==> config.mk <==
export PLATFORM = sky130hd
export DESIGN_NAME = sec_queue
export DESIGN_NICKNAME = d
export VERILOG_FILES = /design/src/rtl/core/sec_pkg.sv /design/src/rtl/core/sec_queue.sv
export SDC_FILE = /design/constraint.sdc
export NUM_CORES = 1
export LEC_CHECK = 0
export BUFFER_PORTS_ARGS = -buffer_cell sky130_fd_sc_hd__buf_2
export CAP_MARGIN = 5
export CORE_MARGIN = 4
export CORE_UTILIZATION = 30
export DETAILED_ROUTE_END_ITERATION = 10
export PLACE_DENSITY = 0.58
export SLEW_MARGIN = 20
export SYNTH_ARGS = -nofsm -noshare
export SYNTH_HDL_FRONTEND = slang
export SYNTH_SLANG_ARGS = --single-unit
==> constraint.sdc <==
create_clock -name aclk -period 6.85 [get_ports aclk]
set_input_delay 0.685 -clock aclk [delete_from_list [all_inputs] [get_ports aclk]]
set_output_delay 0.685 -clock aclk [all_outputs]
set_load 0.1 [all_outputs]
==> src/rtl/core/sec_pkg.sv <==
// shared types and constants for the spring energy and constraint block
package sec_pkg;

    localparam int QUEUE_DEPTH = 4;
    localparam logic [31:0] STEP_RESET = 32'h0001_0000;
    localparam int SQRT_BITS = 33;
    localparam int DIV_BITS = 95;
    localparam logic KIND_ENERGY = 1'b0;
    localparam logic KIND_CONSTRAINT = 1'b1;

    // spring as it leaves the front end: coordinate differences as magnitudes
    typedef struct packed {
        logic        kind;
        logic [31:0] dmx;
        logic [31:0] dmy;
        logic [31:0] dmz;
        logic [30:0] rest;
        logic [31:0] k;
        logic        lneg;
        logic [31:0] lmag;
    } spring_t;

    // one stage of the shared square root and divide pipeline
    typedef struct packed {
        logic        kind;
        logic [30:0] rest;
        logic [31:0] k;
        logic        lneg;
        logic [31:0] lmag;
        logic        kdz;
        logic [63:0] kd;
        logic [65:0] srem;
        logic [32:0] root;
        logic [94:0] dnum;
        logic [63:0] drem;
        logic [94:0] quo;
    } loop_t;

endpackage

==> src/rtl/core/sec_queue.sv <==
// short queue between front end and arithmetic back end
module sec_queue #(
    parameter int Depth = sec_pkg::QUEUE_DEPTH
) (
    input  logic             aclk,
    input  logic             aresetn,
    input  logic             push,
    input  sec_pkg::spring_t push_data,
    output logic             full,
    input  logic             pop,
    output logic             head_valid,
    output sec_pkg::spring_t head_data
);

    localparam int PtrW = (Depth > 1) ? $clog2(Depth) : 1;
    localparam int CntW = $clog2(Depth + 1);

    sec_pkg::spring_t mem_reg [Depth];
    logic [PtrW-1:0] wr_ptr_reg, wr_ptr_next;
    logic [PtrW-1:0] rd_ptr_reg, rd_ptr_next;
    logic [CntW-1:0] count_reg, count_next;
    logic            do_push, do_pop;

    assign full       = (count_reg == CntW'(Depth));
    assign head_valid = (count_reg != '0);
    assign head_data  = mem_reg[rd_ptr_reg];
    assign do_push    = push && !full;
    assign do_pop     = pop && head_valid;

    always_comb begin
        wr_ptr_next = wr_ptr_reg;
        rd_ptr_next = rd_ptr_reg;
        count_next  = count_reg;
        if (do_push) begin
            wr_ptr_next = (wr_ptr_reg == PtrW'(Depth - 1)) ? '0 : wr_ptr_reg + 1'b1;
        end
        if (do_pop) begin
            rd_ptr_next = (rd_ptr_reg == PtrW'(Depth - 1)) ? '0 : rd_ptr_reg + 1'b1;
        end
        if (do_push && !do_pop) begin
            count_next = count_reg + 1'b1;
        end else if (do_pop && !do_push) begin
            count_next = count_reg - 1'b1;
        end
    end

    always_ff @(posedge aclk) begin
        if (!aresetn) begin
            wr_ptr_reg <= '0;
            rd_ptr_reg <= '0;
            count_reg  <= '0;
        end else begin
            wr_ptr_reg <= wr_ptr_next;
            rd_ptr_reg <= rd_ptr_next;
            count_reg  <= count_next;
        end
    end

    always_ff @(posedge aclk) begin
        if (do_push) begin
            mem_reg[wr_ptr_reg] <= push_data;
        end
    end

    a_count_bound: assert property (@(posedge aclk) disable iff (!aresetn)
        count_reg <= CntW'(Depth))
        else $error("queue count above depth");

    a_count_track: assert property (@(posedge aclk) disable iff (!aresetn)
        (do_push && !do_pop) |=> (count_reg == $past(count_reg) + 1'b1))
        else $error("queue count missed a push");

    a_pop_empty: assert property (@(posedge aclk) disable iff (!aresetn)
        !head_valid |=> (rd_ptr_reg == $past(rd_ptr_reg)))
        else $error("read pointer moved on empty queue");

endmodule

# After elaboration in Yosys (flattened, before gate mapping)
# Memory sizes are Yosys's and may differ from the RTL's. A register that Yosys moved wholly into a read port is not among the register bits.
# Index checks and enable logic that the tools add are counted.
word_totals:
  regBits: 7
  mem_bits_rw: 772
  inputBits: 197
  out_inout_bits: 195
  elab_cells: 28
  mem_count: 1
classes:
  addsub: 4
  eq_ne: 3
  mux: 8
  n_reduce_logical: 9
mem_list:
  columns: ["memory", "depth", "word_bits", "read_ports", "rd_ports_with_merged_regs", "write_ports", "line", "rtl"]
  rows:
  - ["mem_reg", 4, 193, 1, 1, 1, "sec_queue.sv:18", "sec_pkg::spring_t mem_reg [Depth];"]
op_table:
  columns: ["op", "n"]
  rows:
  - ["$mux 2", 4]
  - ["$mux 3", 2]
  - ["$add 2x1->2 const B", 2]
  - ["$eq 2x2->1 const B", 2]
  - ["$logic_and 1x1->1", 4]
  - ["$add 3x1->3 const B", 1]
  - ["$eq 3x3->1 const B", 1]
  - ["$logic_not 1->1", 3]
  - ["$reduce_bool 3->1", 1]
  - ["$sub 3x1->3 const B", 1]
  - ["$mux 1", 2]
  - ["$reduce_bool 2->1", 1]

# Longest topological paths before layout
logic_depth:
  word_depth: 7
  depth_mapped: 9
  mapped_depth_nobuf: 8

# Least setup slack after synthesis
# Ideal clock, no wire load.
synth_path:
  path_type: "reg2reg"
  startpoint: "reg count_reg[0]"
  endpoint: "mem mem_reg[1][0] (netlist bit) (enable)"
  setup_time_ns: 0.577
  t_arrival_ns: 5.713
  required_ns: 6.273
  slack_ns: 0.560
  path_stages_with_launch: 5
  n_path_buf: 1
  synth_period_minus_slack_ns: 6.290
  cell_sequence: "dfxtp_1 > nor3b_1 > nor2b_1 > clkbuf_1 > and2_1"
synth_between:
  elab_chain_len: 5
synth_lines:
  columns: ["item", "line", "rtl"]
  rows:
  - ["from (decl)", "sec_queue.sv:21", "logic [CntW-1:0] count_reg, count_next;"]
  - ["from (signal assigned)", "sec_queue.sv:55", "count_reg <= count_next;"]
  - ["$eq 3x3->1", "sec_queue.sv:24", "assign full = (count_reg == CntW'(Depth));"]
  - ["via full", "sec_queue.sv:9", "output logic full,"]
  - ["$logic_not 1->1", "sec_queue.sv:27", "assign do_push = push && !full;"]
  - ["$logic_and 1x1->1", "sec_queue.sv:27", null]
  - ["via do_push", "sec_queue.sv:22", "logic do_push, do_pop;"]
  - ["$mux 1", "sec_queue.sv:60", "if (do_push) begin"]
  - ["$mux 1 (implied by the code)", "sec_queue.sv:61", "mem_reg[wr_ptr_reg] <= push_data;"]
  - ["to (decl)", "sec_queue.sv:18", null]
# The timed path passes the listed nets, and every way through them passes these cells.

==> results.md <==
- Status: complete, no violations
- Final Util: 36.93%
- Slew at the pin with the worst max-slew slack: 1129 ps
- Largest driver fanout on the critical path: 158
- Share of layout cells above drive strength 1: 42.98%
- R2R Setup Slk: 3930 ps
- Net count reported at finish: 1709
- Library cell with the largest summed area after synthesis: edfxtp_1
- Clock latency on the worst-skew pair: 640 ps
- Remaining max-slew budget at the tightest pin: 24.76%
- Top-level I/O count: 392
- Total of flip-flops plus latches after synthesis: 781
- Category of the worst setup path capture point: output pin
- Worst Reg-to-Reg Cells: 4
- DR WL/cell: 21.07 um
- Quantity of gates resized following cts: 0
- Max-cap check violation count: 0
- Effective utilization at floorplan: 30.42%
- Cell area after synthesis: 0.02856 mm2
- Share of Yosys cell area claimed by the top area cell type: 81.17%
- Power density relative to cell area: 482.6 mW/mm2
- Count of warnings emitted by yosys: 0
- Max reg flops: 772
- FILL cells: 8586
- Core box area: 0.09389 mm2
- Part of the power in combinational logic: 37.7%
- Net count of the mapped netlist: 1263
- Total count of max-transition violations in the final report: 0
- Most frequently used flop master after synthesis: edfxtp_1
- Number of core rows: 112
- Worst IR drop on VDD: 0.4252 mV
- HP Class: in -> reg
- Static power due to leakage: 11.42 nW
- Crit path time final: 3924 ps
- First-pass GRT wire length: 88660 um
- Setup repair after global routing missed its margin: no
- Quantity of hold-fixing buffers added after cts: 0
- Most frequently used cell type in the post-synthesis netlist: edfxtp_1
- Accumulated negative setup slack: 0 ps
- End of the worst register-to-register path: mem_reg[2][132]$_DFFE_PP_
- Critical path, cell by cell: buf_12 > mux4_2 > buf_2
- Final setup skew: 17.23 ps
- Overflow left after global routing: 0
- Deepest clock path buffer count: 3
- HPWL Detailed: 34200 um
- Internal power: 9.733 mW
- Maximum number of pins on one net before global-route repair: 159
- Critical path capture point: head_data[17]
- Cell variety after synth: 26
- Power share of the clock group: 26.8%
- GRT Util Overall: 11.85%
- DRT antenna net count: 0
- Standard cell with the maximum stage delay on the critical path: buf_12
- Crit Path Class: reg -> out
- Initial antenna violation count: 13
- CTS tree: yes
- First-pass detailed-route iteration total: 5
- Fraction of power consumed by sequential logic: 35.5%
- Number of standard cells after synthesis: 1059
- Placer's final routability congestion estimate: 0.6917
- Net Sw Power: 7.001 mW
- Die Width: 316.6 um
- Switch share: 41.84%
- Via count of the first global-routing pass: 13.97k
- Final std cell area, no fill: 0.03467 mm2
- Final-report hold violation count: 0
- Clock-pin transition on the worst setup and hold timing paths: 60 ps
- WL final: 59760 um
- Placed standard-cell area: 0.03187 mm2
- Number of CTS-inserted buffers: 87
- Post-Syn Area per Cell: 26.97 um2
- Share of the clock period used by the worst path: 57.28%
- Post-synth EDFFs: 772
- Reg2reg start: count_reg[0]$_SDFFE_PN0P_
- Total Die Area: 0.1002 mm2
- Buffer cell driving the clock tree root: clkbuf_16
- Number of setup violations in the final report: 0
- DRT iter0 DRCs: 965
- Proportion of synthesized flip-flops having asynchronous set or reset: 0%
- Port Buffer Count: 391
- Die H: 316.6 um
- Cell total after placement: 2670
- Via count: 12.68k
- Post-synthesis sequential area ratio: 81.80%
- Post-detailed-route via-to-cell ratio: 4.471
- Achievable Freq: 254.9 MHz
- Final standard cell count with taps included and fillers excluded: 2836
- CP Data Arrival Time: 3240 ps
- Synth area leaders: edfxtp_1, mux4_2, mux4_1
- Data required time at the worst endpoint: 6160 ps
- Final routed DRC violation total: 0
- Synth-to-Final Area Change: 21.40%
- CTS sink count: 781
- Buffers inserted during post-CTS setup optimization: 0
- Kind of launch point of the worst setup path: register
- H-tree levels: 3
- Most common library cells after synthesis: edfxtp_1, mux4_2, mux4_1
- Slowest stage delay, CP: 730 ps
==> cells in the final DEF, fill, tap and decap left out, drive strengths merged, types with 2 or more instances in the layout <==
cell type,n
diode,7
buf,402
or3,2
mux2i,3
and2,5
nor2b,2
mux4,193
bufinv,8
nand3,2
edfxtp,772
clkinv,32
nand2,6
nor2,2
inv,7
ha,6
clkbuf,114
dfxtp,9
o21ai,3
==> metrics by stage <==
step	total power, mW	setup slack [ps]	hold slack (ps)
floorplan	11.52	559.8	467.7
global placement	12.41	3587	476.0
detailed placement	12.45	3578	504.9
CTS	17.00	2842	178.9
global route	17.40	2760	189.2
finish	16.73	2926	250.5
==> power by group through the flow <==
stage | sequential, mW | clock (mW) | combinational [mW]
3_3_place_gp | 6.02 | 0 | 6.39
5_1_grt | 5.99 | 4.87 | 6.54
6_report | 5.95 | 4.49 | 6.30
4_1_cts | 5.96 | 4.64 | 6.41
2_1_floorplan | 6.09 | 0 | 5.44
3_5_place_dp | 6.05 | 0 | 6.40
==> worst min-delay path by stage <==
stage | start | to | slack [ps] | cells past startpoint
final | push_data[20] | mem_reg[0][20]$_DFFE_PP_ | 250 | 1
after global routing | push_data[5] | mem_reg[1][5]$_DFFE_PP_ | 190 | 1
after CTS | push_data[20] | mem_reg[0][20]$_DFFE_PP_ | 180 | 1
after detailed placement | wr_ptr_reg[1]$_SDFFE_PN0P_ | wr_ptr_reg[1]$_SDFFE_PN0P_ | 500 | 2
after global placement | wr_ptr_reg[1]$_SDFFE_PN0P_ | wr_ptr_reg[1]$_SDFFE_PN0P_ | 480 | 2
after floorplan | wr_ptr_reg[1]$_SDFFE_PN0P_ | wr_ptr_reg[1]$_SDFFE_PN0P_ | 470 | 2
==> routing by layer <==
layer	share of wire (%)	global-route usage (%)	vias to the layer above
met5	0.060	0	-
met4	2.0	3.434	6
met3	8.6	4.490	86
met2	51	19.99	334
met1	39	14.23	6690
li1	-	-	5565
==> area by class of cell <==
type / instances / area (um2) / share of cell area [%]
clock buffer: 114 / 2310 / 6.661
multi-input combinational: 230 / 4791 / 13.82
sequential: 781 / 23370 / 67.40
clock inverter: 45 / 479.2 / 1.382
inverter: 3 / 11.26 / 0.03248
antenna: 7 / 17.52 / 0.05052
tap: 1254 / 1569 / 4.525
timing repair buffer: 402 / 2127 / 6.134
==> cells by family after synthesis <==
family / after synthesis / synth area share, %
compound gates: 5 / 0.1051
xor+xnor: 2 / 0.06134
fa+ha+maj: 7 / 0.3329
buf+inv: 48 / 1.463
flops: 781 / 81.80
mux: 196 / 15.88
simple gates: 20 / 0.3636
==> worst max-delay path, delay by kind of cell, from the launching register on <==
family	cells	cell delay [ps]
buffers and inverters	2	1170
muxes	1	420
DFF	1	700
Power figures use the tool's default switching activity.
