[src/rtl/core/sec_pkg.sv]
// shared types and constants for the spring energy and constraint block
package sec_pkg;

    localparam int QUEUE_DEPTH = 4;
    localparam logic [31:0] STEP_RESET = 32'h0001_0000;
    localparam int SQRT_BITS = 33;
    localparam int DIV_BITS = 95;
    localparam logic KIND_ENERGY = 1'b0;
    localparam logic KIND_CONSTRAINT = 1'b1;

    // spring as it leaves the front end: coordinate differences as magnitudes
    typedef struct packed {
        logic        kind;
        logic [31:0] dmx;
        logic [31:0] dmy;
        logic [31:0] dmz;
        logic [30:0] rest;
        logic [31:0] k;
        logic        lneg;
        logic [31:0] lmag;
    } spring_t;

    // one stage of the shared square root and divide pipeline
    typedef struct packed {
        logic        kind;
        logic [30:0] rest;
        logic [31:0] k;
        logic        lneg;
        logic [31:0] lmag;
        logic        kdz;
        logic [63:0] kd;
        logic [65:0] srem;
        logic [32:0] root;
        logic [94:0] dnum;
        logic [63:0] drem;
        logic [94:0] quo;
    } loop_t;

endpackage

[src/rtl/core/sec_front.sv]
// front end: takes a spring transfer, forms difference magnitudes, pushes to the queue
module sec_front (
    input  logic             s_valid,
    output logic             s_ready,
    input  logic             s_kind,
    input  logic [31:0]      s_first_x,
    input  logic [31:0]      s_first_y,
    input  logic [31:0]      s_first_z,
    input  logic [31:0]      s_second_x,
    input  logic [31:0]      s_second_y,
    input  logic [31:0]      s_second_z,
    input  logic [30:0]      s_rest_len,
    input  logic [31:0]      s_spring_k,
    input  logic [31:0]      s_multiplier,
    input  logic             q_full,
    output logic             q_push,
    output sec_pkg::spring_t q_data
);

    logic [32:0] dx, dy, dz;
    logic [32:0] ax, ay, az;

    always_comb begin
        dx = {s_first_x[31], s_first_x} - {s_second_x[31], s_second_x};
        dy = {s_first_y[31], s_first_y} - {s_second_y[31], s_second_y};
        dz = {s_first_z[31], s_first_z} - {s_second_z[31], s_second_z};
        ax = dx[32] ? (33'd0 - dx) : dx;
        ay = dy[32] ? (33'd0 - dy) : dy;
        az = dz[32] ? (33'd0 - dz) : dz;
        q_data.kind = s_kind;
        q_data.dmx  = ax[31:0];
        q_data.dmy  = ay[31:0];
        q_data.dmz  = az[31:0];
        q_data.rest = s_rest_len;
        q_data.k    = s_spring_k;
        q_data.lneg = s_multiplier[31];
        q_data.lmag = s_multiplier[31] ? (32'd0 - s_multiplier) : s_multiplier;
    end

    assign s_ready = !q_full;
    assign q_push  = s_valid && !q_full;

endmodule

[config.mk]
export PLATFORM = sky130hd
export DESIGN_NAME = sec_front
export DESIGN_NICKNAME = d
export VERILOG_FILES = /design/src/rtl/core/sec_pkg.sv /design/src/rtl/core/sec_front.sv
export SDC_FILE = /design/constraint.sdc
export NUM_CORES = 1
export LEC_CHECK = 0
export ABC_AREA = 1
export BUFFER_PORTS_ARGS = -buffer_cell sky130_fd_sc_hd__buf_2
export CORE_AREA = 3 3 185 187
export DETAILED_ROUTE_END_ITERATION = 12
export DIE_AREA = 0 0 188 190
export GPL_ROUTABILITY_DRIVEN = 0
export SLEW_MARGIN = 10
export SYNTH_ARGS = -nofsm -noshare
export SYNTH_HDL_FRONTEND = slang
export SYNTH_SLANG_ARGS = --single-unit
[constraint.sdc]
create_clock -name vclk -period 4.9
set_input_delay 0.98 -clock vclk [all_inputs]
set_output_delay 0.98 -clock vclk [all_outputs]
set_load 0.005 [all_outputs]
Word-level counts from Yosys, hierarchy flattened. Index checks and enable logic that the tools add are counted.

Multiplexer cells: 4. Add/subtract/negate cells: 7. Reductions and logical operators: 2.

Operators by type and width (number): 32-bit 2-to-1 mux (4); 1-bit by 32-bit subtractor with 32-bit output, first input constant (4); 32-bit by 32-bit subtractor with 33-bit output (3); 1-bit logical AND (1); 1-bit zero test (1).

Output and inout bits: 195. Logic and storage cells: 13. Bits in registers: 0. Input port bits: 290.

Logic depth before layout (Yosys ltp). Gate-level depths: netlist of run 1.

Word-level depth: 3. Gate-level depth with buffers: 23. Mapped depth without buffers: 22.

Worst setup path before layout of run 1. No wires, ideal clock.

Path kind: input -> output. Start point: input s_first_z[0]. End point: output q_data[125] in the netlist's numbering. Buffers on the path: 0. Required time: 3.920 ns. Cell stages on the path: 18. Arrival time: 3.056 ns. Path slack: 0.864 ns. Cell sequence: inv_1 -> ha_1 -> inv_1 -> fa_1 -> inv_1 -> nand2_1 -> nor2_1 -> nand3_1 -> nor2_1 -> nand4_1 -> nor2_2 -> nand3_2 -> nor2_4 -> nand3_2 -> nand2_1 -> nand2_1 -> nand2_1 -> inv_1.

RTL lines: from (decl) (line sec_front.sv:8) `input logic [31:0] s_first_z,`; to (decl) (line sec_front.sv:17) `output sec_pkg::spring_t q_data`.

==> results of run 1 <==
==> metrics by stage <==
| step | instances | utilization [%] | setup WS (ns) | area (um2) | total power [mW] |
|---|---|---|---|---|---|
| 3_5_place_dp | 3147 | 42.03 | 0.2909 | 13710 | 2.176 |
| 2_1_floorplan | 2419 | - | 0.8637 | 11890 | 1.458 |
| 4_1_cts | 3147 | 42.03 | 0.2876 | 13710 | 2.183 |
| 6_report | 3147 | 42.03 | 0.2985 | 13710 | 2.185 |
| 3_3_place_gp | 3147 | 42.03 | 0.3171 | 13710 | 2.158 |
| 5_1_grt | 3147 | 42.03 | 0.01327 | 13710 | 2.462 |
==> power breakdown <==
| part | leakage (nW) | switching [mW] | internal [mW] | total, mW |
|---|---|---|---|---|
| logic | 8.82 | 1.36 | 0.827 | 2.18 |
| clock network | 0 | 0 | 0 | 0 |
| registers | 0 | 0 | 0 | 0 |
==> placed cells by master, fill, tap and decap left out, drive strengths merged <==
cell    instances
nand2         911
inv           527
buf           366
nor2          253
nand3         179
ha            100
a21oi          85
xor2           67
o21ai          42
xnor2          38
nand4          34
nand3b         34
nor3           25
nor4            9
o21bai          8
and2            7
a31oi           3
clkinv          3
fa              3
or2             2
or3b            1
or4             1
nand2b          1
o21a            1
o31ai           1
a21o            1
a21boi          1
a221oi          1
and3            1
==> kinds of logic after synthesis <==
family                     after synthesis
xor gates and xnor gates               105
AOI/OAI and AO/OA                      143
adders and majority gates              103
buffers and inverters                  610
and+or+nand+nor                       1458
==> area by class of cell <==
| type | count | area [um2] |
|---|---|---|
| multi-input combinational | 1809 | 9309 |
| fill | 3848 | 18910 |
| tap | 442 | 553.0 |
| inverter | 530 | 1992 |
| timing repair buffer | 366 | 1854 |
==> final timing paths <==
path                        from           to  slack, ns  cells past startpoint
setup / recovery    s_first_z[0]  q_data[124]       0.30                     23
hold / removal    s_spring_k[13]   q_data[46]       1.96                      0
==> metal layers <==
layer / vias to the layer above / share of wire [%] / track usage [%]
met4: 2 / 2.3 / 4.531
met1: 6600 / 46 / 28.96
met5: - / 0.017 / 0
met2: 465 / 46 / 38.26
met3: 81 / 6.0 / 1.677
li1: 7865 / - / -
==> flow_summary.json, run 1 <==
{
  "crit_fanout": 4,
  "ctsResizeCount": 0,
  "synth-seq-area-share_pct": 0,
  "period_share_pct": 93.91,
  "critPathRequiredTime_ns": 3.92,
  "port_buffers": 357,
  "synthDistinctLibCells": 47,
  "slew_headroom_pct": 69.50,
  "num_vias": 15013,
  "place_hpwl_um": 37270,
  "coreArea_um2": 32620,
  "die_w_um": 188,
  "yosys.area_share.xor_xnor_pct": 8.148,
  "avgSynthCellArea_um2": 4.913,
  "grt_overflow": 0,
  "regArea_um2": 0,
  "finalNetCount": 3100,
  "slew_violations": 0,
  "worstMarginPinSlew_ns": 0.4534,
  "synth.mux.area_fraction_pct": 0,
  "crit_path_frequent_cell": "nand2_1",
  "yosys.area_share.simple_pct": 52.62,
  "ioPinCount": 485,
  "seq_cell_count": 0,
  "finalWirelength_um": 41120,
  "post-route-drc-count": 0,
  "synth_area_um2": 11890,
  "finalSetupViolations": 0,
  "synth_area_leaders": "nand2_1, inv_1, ha_1",
  "yosys.area.top_type": "nand2_1",
  "cp_top_family": "simple AND/OR/NAND/NOR gates",
  "diodes": 0,
  "synthMostInstantiatedCell": "nand2_1",
  "start_util_pct": 36.44,
  "dieArea_um2": 35720,
  "critPathKind": "input pin to primary output",
  "syn_to_final_growth_pct": 15.34,
  "max_stage_delay_ns": 0.42,
  "synth_fa_ha_area_share_pct": 11.03,
  "drive_gt1_share_pct": 17.19,
  "cp-start-kind": "input pin",
  "final.setup.tns_ns": 0,
  "synth-compound-area-share_pct": 6.527,
  "max_freq_mhz": 217.3,
  "cp-end-kind": "primary output",
  "synth_top_area_share_pct": 27.86,
  "drtIter0Drc": 940,
  "p_leak_nw": 8.818,
  "grt_pass1_wl_um": 65810,
  "detail_route.first_pass.iterations": 6,
  "hold_viol": 0,
  "grt_pass1_vias": 13974,
  "clockBufferCount": 0,
  "status": "complete, no violations",
  "crit_slowest_cell": "fa_1",
  "hold_class": "input pin to primary output",
  "ys_top_cells_by_count": "nand2_1, inv_1, nor2_1",
  "powerDensity_nw_per_um2": 159.4,
  "ir_worst_vdd_mv": 0.07861,
  "postCtsHoldBufs": 0,
  "grt_usage_pct": 21.68,
  "synth_top_family_by_area": "simple AND/OR/NAND/NOR gates",
  "worstPathArrival_ns": 3.62,
  "syn_nets": 2812,
  "cts_setup_buffers": 0,
  "maxCapViolations": 0,
  "critPathBufInv": 4,
  "rsz0062_at_grt": "no",
  "yosysWarnings": 0,
  "worst_hold_slack_ns": 1.960,
  "finalCriticalPeriod_ns": 4.602,
  "antenna_found_initial": 1,
  "path_cells": "buf_2, inv_1, ha_1, inv_1, fa_1, nand2_1, nand2_1, nand3_1, nand2_1, nand2_1, nand2_2, nand3_1, nand3b_1, nand2_1, nand2_1, nor2_1, nand2_1, nor2_1, nand2_1, nand2_1, nand2_1, nand2_1, buf_2",
  "wire_per_inst_um": 13.07,
  "rows": 66,
  "synth_cells": 2419,
  "grt_max_degree": 35,
  "fp.dieH_um": 190,
  "viasPerCell": 4.771,
  "ant_nets": 0
}
No activity file was read; power rests on OpenSTA's default activity.
==> inputs of run 2 (changes only) <==
CORE_AREA = 3 3 189 191   (was 3 3 185 187)
DIE_AREA = 0 0 192 194   (was 0 0 188 190)
clock period = 5.7 ns   (was 4.9 ns; I/O delays follow)
==> run 2 against run 1 <==
  * Sequential cell count stayed put
  * Cell area is 0.19% lower
  * Die area is 4.3% higher
  * First-iteration DRC count is 0.74% higher
  * Via count is 0.11% lower
  * Worst setup slack better by 0.20 ns
  * Power is 14% lower
  * Critical path type unchanged
  * Largest cell class unchanged
==> flow_summary.json, run 2 (synthesis results as in run 1) <==
{
  "worst_slack_ns": 0.4991,
  "ant_nets": 0,
  "dieArea_um2": 37250,
  "cp-end-kind": "primary output",
  "detail_route.first_pass.iterations": 5,
  "status": "complete, no violations",
  "rows": 68,
  "start_util_pct": 34.66,
  "max_stage_delay_ns": 0.40,
  "maxCapViolations": 0,
  "port_buffers": 357,
  "ctsResizeCount": 0,
  "grt_overflow": 0,
  "power_mw": 1.881,
  "final_cell_mix": "nand2_1, inv_1, buf_2",
  "num_vias": 14997,
  "p_sw_share_pct": 62.74,
  "syn_to_final_growth_pct": 15.12,
  "wire_per_inst_um": 13.10,
  "seq_cell_count": 0,
  "slew_violations": 0,
  "drtIter0Drc": 947,
  "place_hpwl_um": 37190,
  "crit_slowest_cell": "fa_1",
  "p_leak_nw": 8.789,
  "critPathRequiredTime_ns": 4.56,
  "grt_max_degree": 35,
  "cp-start-kind": "input pin",
  "final_common_cell": "nand2_1",
  "postCtsHoldBufs": 0,
  "fillers": 3987,
  "worstPathArrival_ns": 4.06,
  "viasPerCell": 4.753,
  "antenna_found_initial": 2,
  "coreArea_um2": 34290,
  "design_area_um2": 13680,
  "rsz0062_at_grt": "no",
  "post-route-drc-count": 0,
  "pwr-share-comb_pct": 100.0,
  "worstMarginPinSlew_ns": 0.4208,
  "clockBufferCount": 0,
  "critPathKind": "input pin to primary output",
  "ioPinCount": 485,
  "crit_fanout": 34,
  "regArea_um2": 0,
  "p_seq_share_pct": 0,
  "final.setup.tns_ns": 0,
  "drive_gt1_share_pct": 17.01,
  "hold_viol": 0,
  "intPower_uw": 701.1,
  "period_share_pct": 91.24,
  "finalWirelength_um": 41320,
  "crit_path_frequent_cell": "nand2_1",
  "hold_class": "input pin to primary output",
  "dpl_cell_area_um2": 13680,
  "cts_setup_buffers": 0,
  "grt_pass1_wl_um": 66450,
  "dpl_worst_slack_ns": 0.5643,
  "die_w_um": 192,
  "grt_usage_pct": 20.95,
  "ir_worst_vdd_mv": 0.08291,
  "fp.dieH_um": 194,
  "cp_top_family": "simple AND/OR/NAND/NOR gates",
  "grt_pass1_vias": 14169,
  "multi_input_area_um2": 9309,
  "finalNetCount": 3094,
  "slew_headroom_pct": 71.73,
  "critPathBufInv": 7,
  "finalSetupViolations": 0,
  "max_freq_mhz": 192.3,
  "clkPwrFrac_pct": 0,
  "net-switching-power_mw": 1.180,
  "worst_hold_slack_ns": 2.280,
  "path_cells": "buf_2, inv_1, ha_1, inv_1, fa_1, nand3_1, nand2_1, nand2_1, nand2_1, nand2_1, nand2_2, nand2_2, nand2_1, inv_1, o21ai_2, nand2_1, nand2_2, inv_4, nand3_1, nand2_1, inv_1, buf_2",
  "finalCriticalPeriod_ns": 5.201,
  "powerDensity_nw_per_um2": 137.5
}
-- run 2: changes by cell type in the layout (fill, tap and decap cells not counted), sizes merged --
cell,before,now
buf,366,360
diode,0,1
-- run 2: final timing paths --
check | from | end | slack (ns) | cells past startpoint
setup / recovery | s_first_z[0] | q_data[118] | 0.50 | 22
hold / removal | s_spring_k[19] | q_data[52] | 2.28 | 0
-- run 2: power groups by stage --
stage | registers, mW | clock network, mW | logic, mW
after global routing | 0 | 0.0000000234 | 2.12
after floorplan | 0 | 0 | 1.25
after detailed placement | 0 | 0 | 1.87
after global placement | 0 | 0 | 1.85
after CTS | 0 | 0 | 1.88
final | 0 | 0.0000000235 | 1.88
-- run 2: final cells by class --
cell class | instances | share of cell area, %
well taps | 455 | 4.161
diodes | 1 | 0.01829
repair buffers | 360 | 13.22
inverters | 530 | 14.56
multi-input cells | 1809 | 68.04
-- run 2: metal layers --
layer  global-route usage (%)  wire [um]  vias to the layer above
met5                        0          7                        -
met4                    4.533        940                        2
met3                    2.206       3270                       82
met2                    37.42      19240                      542
met1                    26.99      17860                     6534
li1                         -          -                     7837
-- run 2: metrics by stage --
stage                     cells  utilization, %
after floorplan            2419               -
after global placement     3154           39.90
after detailed placement   3154           39.90
after CTS                  3154           39.90
after global routing       3155           39.90
final                      3155           39.90
==> inputs of run 3 (changes only) <==
CORE_AREA = unset   (was 3 3 189 191)
CORE_MARGIN = 3   (was unset)
CORE_UTILIZATION = 35   (was unset)
DIE_AREA = unset   (was 0 0 192 194)
PLACE_DENSITY = 0.69   (was unset)
==> run 3 against run 2 <==
  * Non-clock buffer count fell by 1
  * Clock-buffer cell count is the same
  * Power is essentially flat
  * Largest power group unchanged
  * Worst hold slack unchanged
  * Cell area down 0.14%
  * First-iteration DRC count grew 11%
  * Die area is 2.8% lower
  * Sequential cell count unchanged
  * Critical path type unchanged
==> flow_summary.json, run 3 (synthesis results as in run 1) <==
{
  "status": "complete, no violations",
  "cp-start-kind": "input pin",
  "pwr-share-comb_pct": 100.0,
  "critPathKind": "input pin to primary output",
  "detail_route.first_pass.iterations": 8,
  "cp-end-kind": "primary output",
  "coreArea_um2": 33030,
  "drtIter0Drc": 1052,
  "drive_gt1_share_pct": 16.98,
  "net-switching-power_mw": 1.181,
  "antenna_found_initial": 7,
  "seq_cell_count": 0,
  "slew_violations": 0,
  "worstMarginPinSlew_ns": 0.5993,
  "hold_viol": 0,
  "regArea_um2": 0,
  "postCtsHoldBufs": 0,
  "dieArea_um2": 36200,
  "rsz0062_at_grt": "no",
  "rows": 66,
  "power_mw": 1.881,
  "finalSetupViolations": 0,
  "slew_headroom_pct": 59.76,
  "port_buffers": 357,
  "powerDensity_nw_per_um2": 137.6,
  "p_leak_nw": 8.784,
  "finalCriticalPeriod_ns": 5.115,
  "fillers": 3905,
  "place_hpwl_um": 36480,
  "final.setup.tns_ns": 0,
  "crit_fanout": 7,
  "critPathRequiredTime_ns": 4.56,
  "final_common_cell": "nand2_1",
  "grt_pass1_vias": 13501,
  "worstPathArrival_ns": 3.98,
  "hold_class": "input pin to primary output",
  "start_util_pct": 35.98,
  "period_share_pct": 89.74,
  "grt_pass1_wl_um": 64290,
  "num_vias": 14944,
  "max_freq_mhz": 195.5,
  "ir_worst_vdd_mv": 0.07414,
  "grt_overflow": 0,
  "clkPwrFrac_pct": 0,
  "final_cell_mix": "nand2_1, inv_1, buf_2",
  "cts_setup_buffers": 0,
  "wire_per_inst_um": 12.90,
  "maxCapViolations": 0,
  "ant_nets": 0,
  "grt_usage_pct": 21.06,
  "post-route-drc-count": 0,
  "syn_to_final_growth_pct": 14.96,
  "p_sw_share_pct": 62.82,
  "multi_input_area_um2": 9309,
  "finalNetCount": 3093,
  "finalWirelength_um": 40530,
  "ioPinCount": 485,
  "fp.dieH_um": 190.3,
  "p_seq_share_pct": 0,
  "ctsResizeCount": 0,
  "grt_max_degree": 35,
  "clockBufferCount": 0,
  "viasPerCell": 4.755,
  "die_w_um": 190.3,
  "intPower_uw": 699.2
}
-- run 3: stage by stage --
stage	utilization, %	instances	cell area [um2]	worst slack (ns)	hold WS, ns
floorplan	-	2419	11890	1.344	2.307
finish	41.36	3143	13660	0.5846	2.280
global route	41.36	3143	13660	0.3288	2.280
global placement	41.34	3140	13660	0.6795	2.280
CTS	41.34	3140	13660	0.6186	2.280
detailed placement	41.34	3140	13660	0.6095	2.280
-- run 3: area by class of cell --
type,instances,share of cell area (%)
Multi-Input combinational cell,1809,68.13
Inverter,530,14.58
Timing Repair Buffer,359,13.19
Tap cell,442,4.048
Antenna cell,3,0.05495
-- run 3: critical path, stage by stage --
cell and delay (ns):
buf_2 0.10, ha_1 0.38, nand2_1 0.27, inv_1 0.07, nand2_1 0.06, nand2_1 0.10
nand3b_4 0.23, nand2_1 0.08, nand2_1 0.07, xnor2_1 0.49, nand3_1 0.23, nor2_4 0.25
nand3b_1 0.13, nand2_1 0.08, nand2_1 0.06, nand2_1 0.11, buf_2 0.13
-- run 3: path summary, 6_finish.rpt --
kind	startpoint	slack (ns)	end	cells after the start
worst min-delay path	s_spring_k[15]	2.28	q_data[48]	0
worst max-delay path	s_first_z[8]	0.58	q_data[123]	17
-- run 3: per-layer routing --
metal | vias up | global-route usage [%] | part of all wire (%)
li1 | 7850 | - | -
met1 | 6429 | 27.41 | 44
met2 | 576 | 37.13 | 45
met3 | 85 | 2.298 | 8.1
met4 | 4 | 5.250 | 2.9
met5 | - | 0 | 0.052
-- run 3: power groups by stage --
| stage | clock network [mW] | registers, mW | logic [mW] |
|---|---|---|---|
| after detailed placement | 0 | 0 | 1.87 |
| after global routing | 0.0000000705 | 0 | 2.11 |
| after global placement | 0 | 0 | 1.86 |
| after CTS | 0 | 0 | 1.87 |
| after floorplan | 0 | 0 | 1.25 |
| final | 0.0000000706 | 0 | 1.88 |
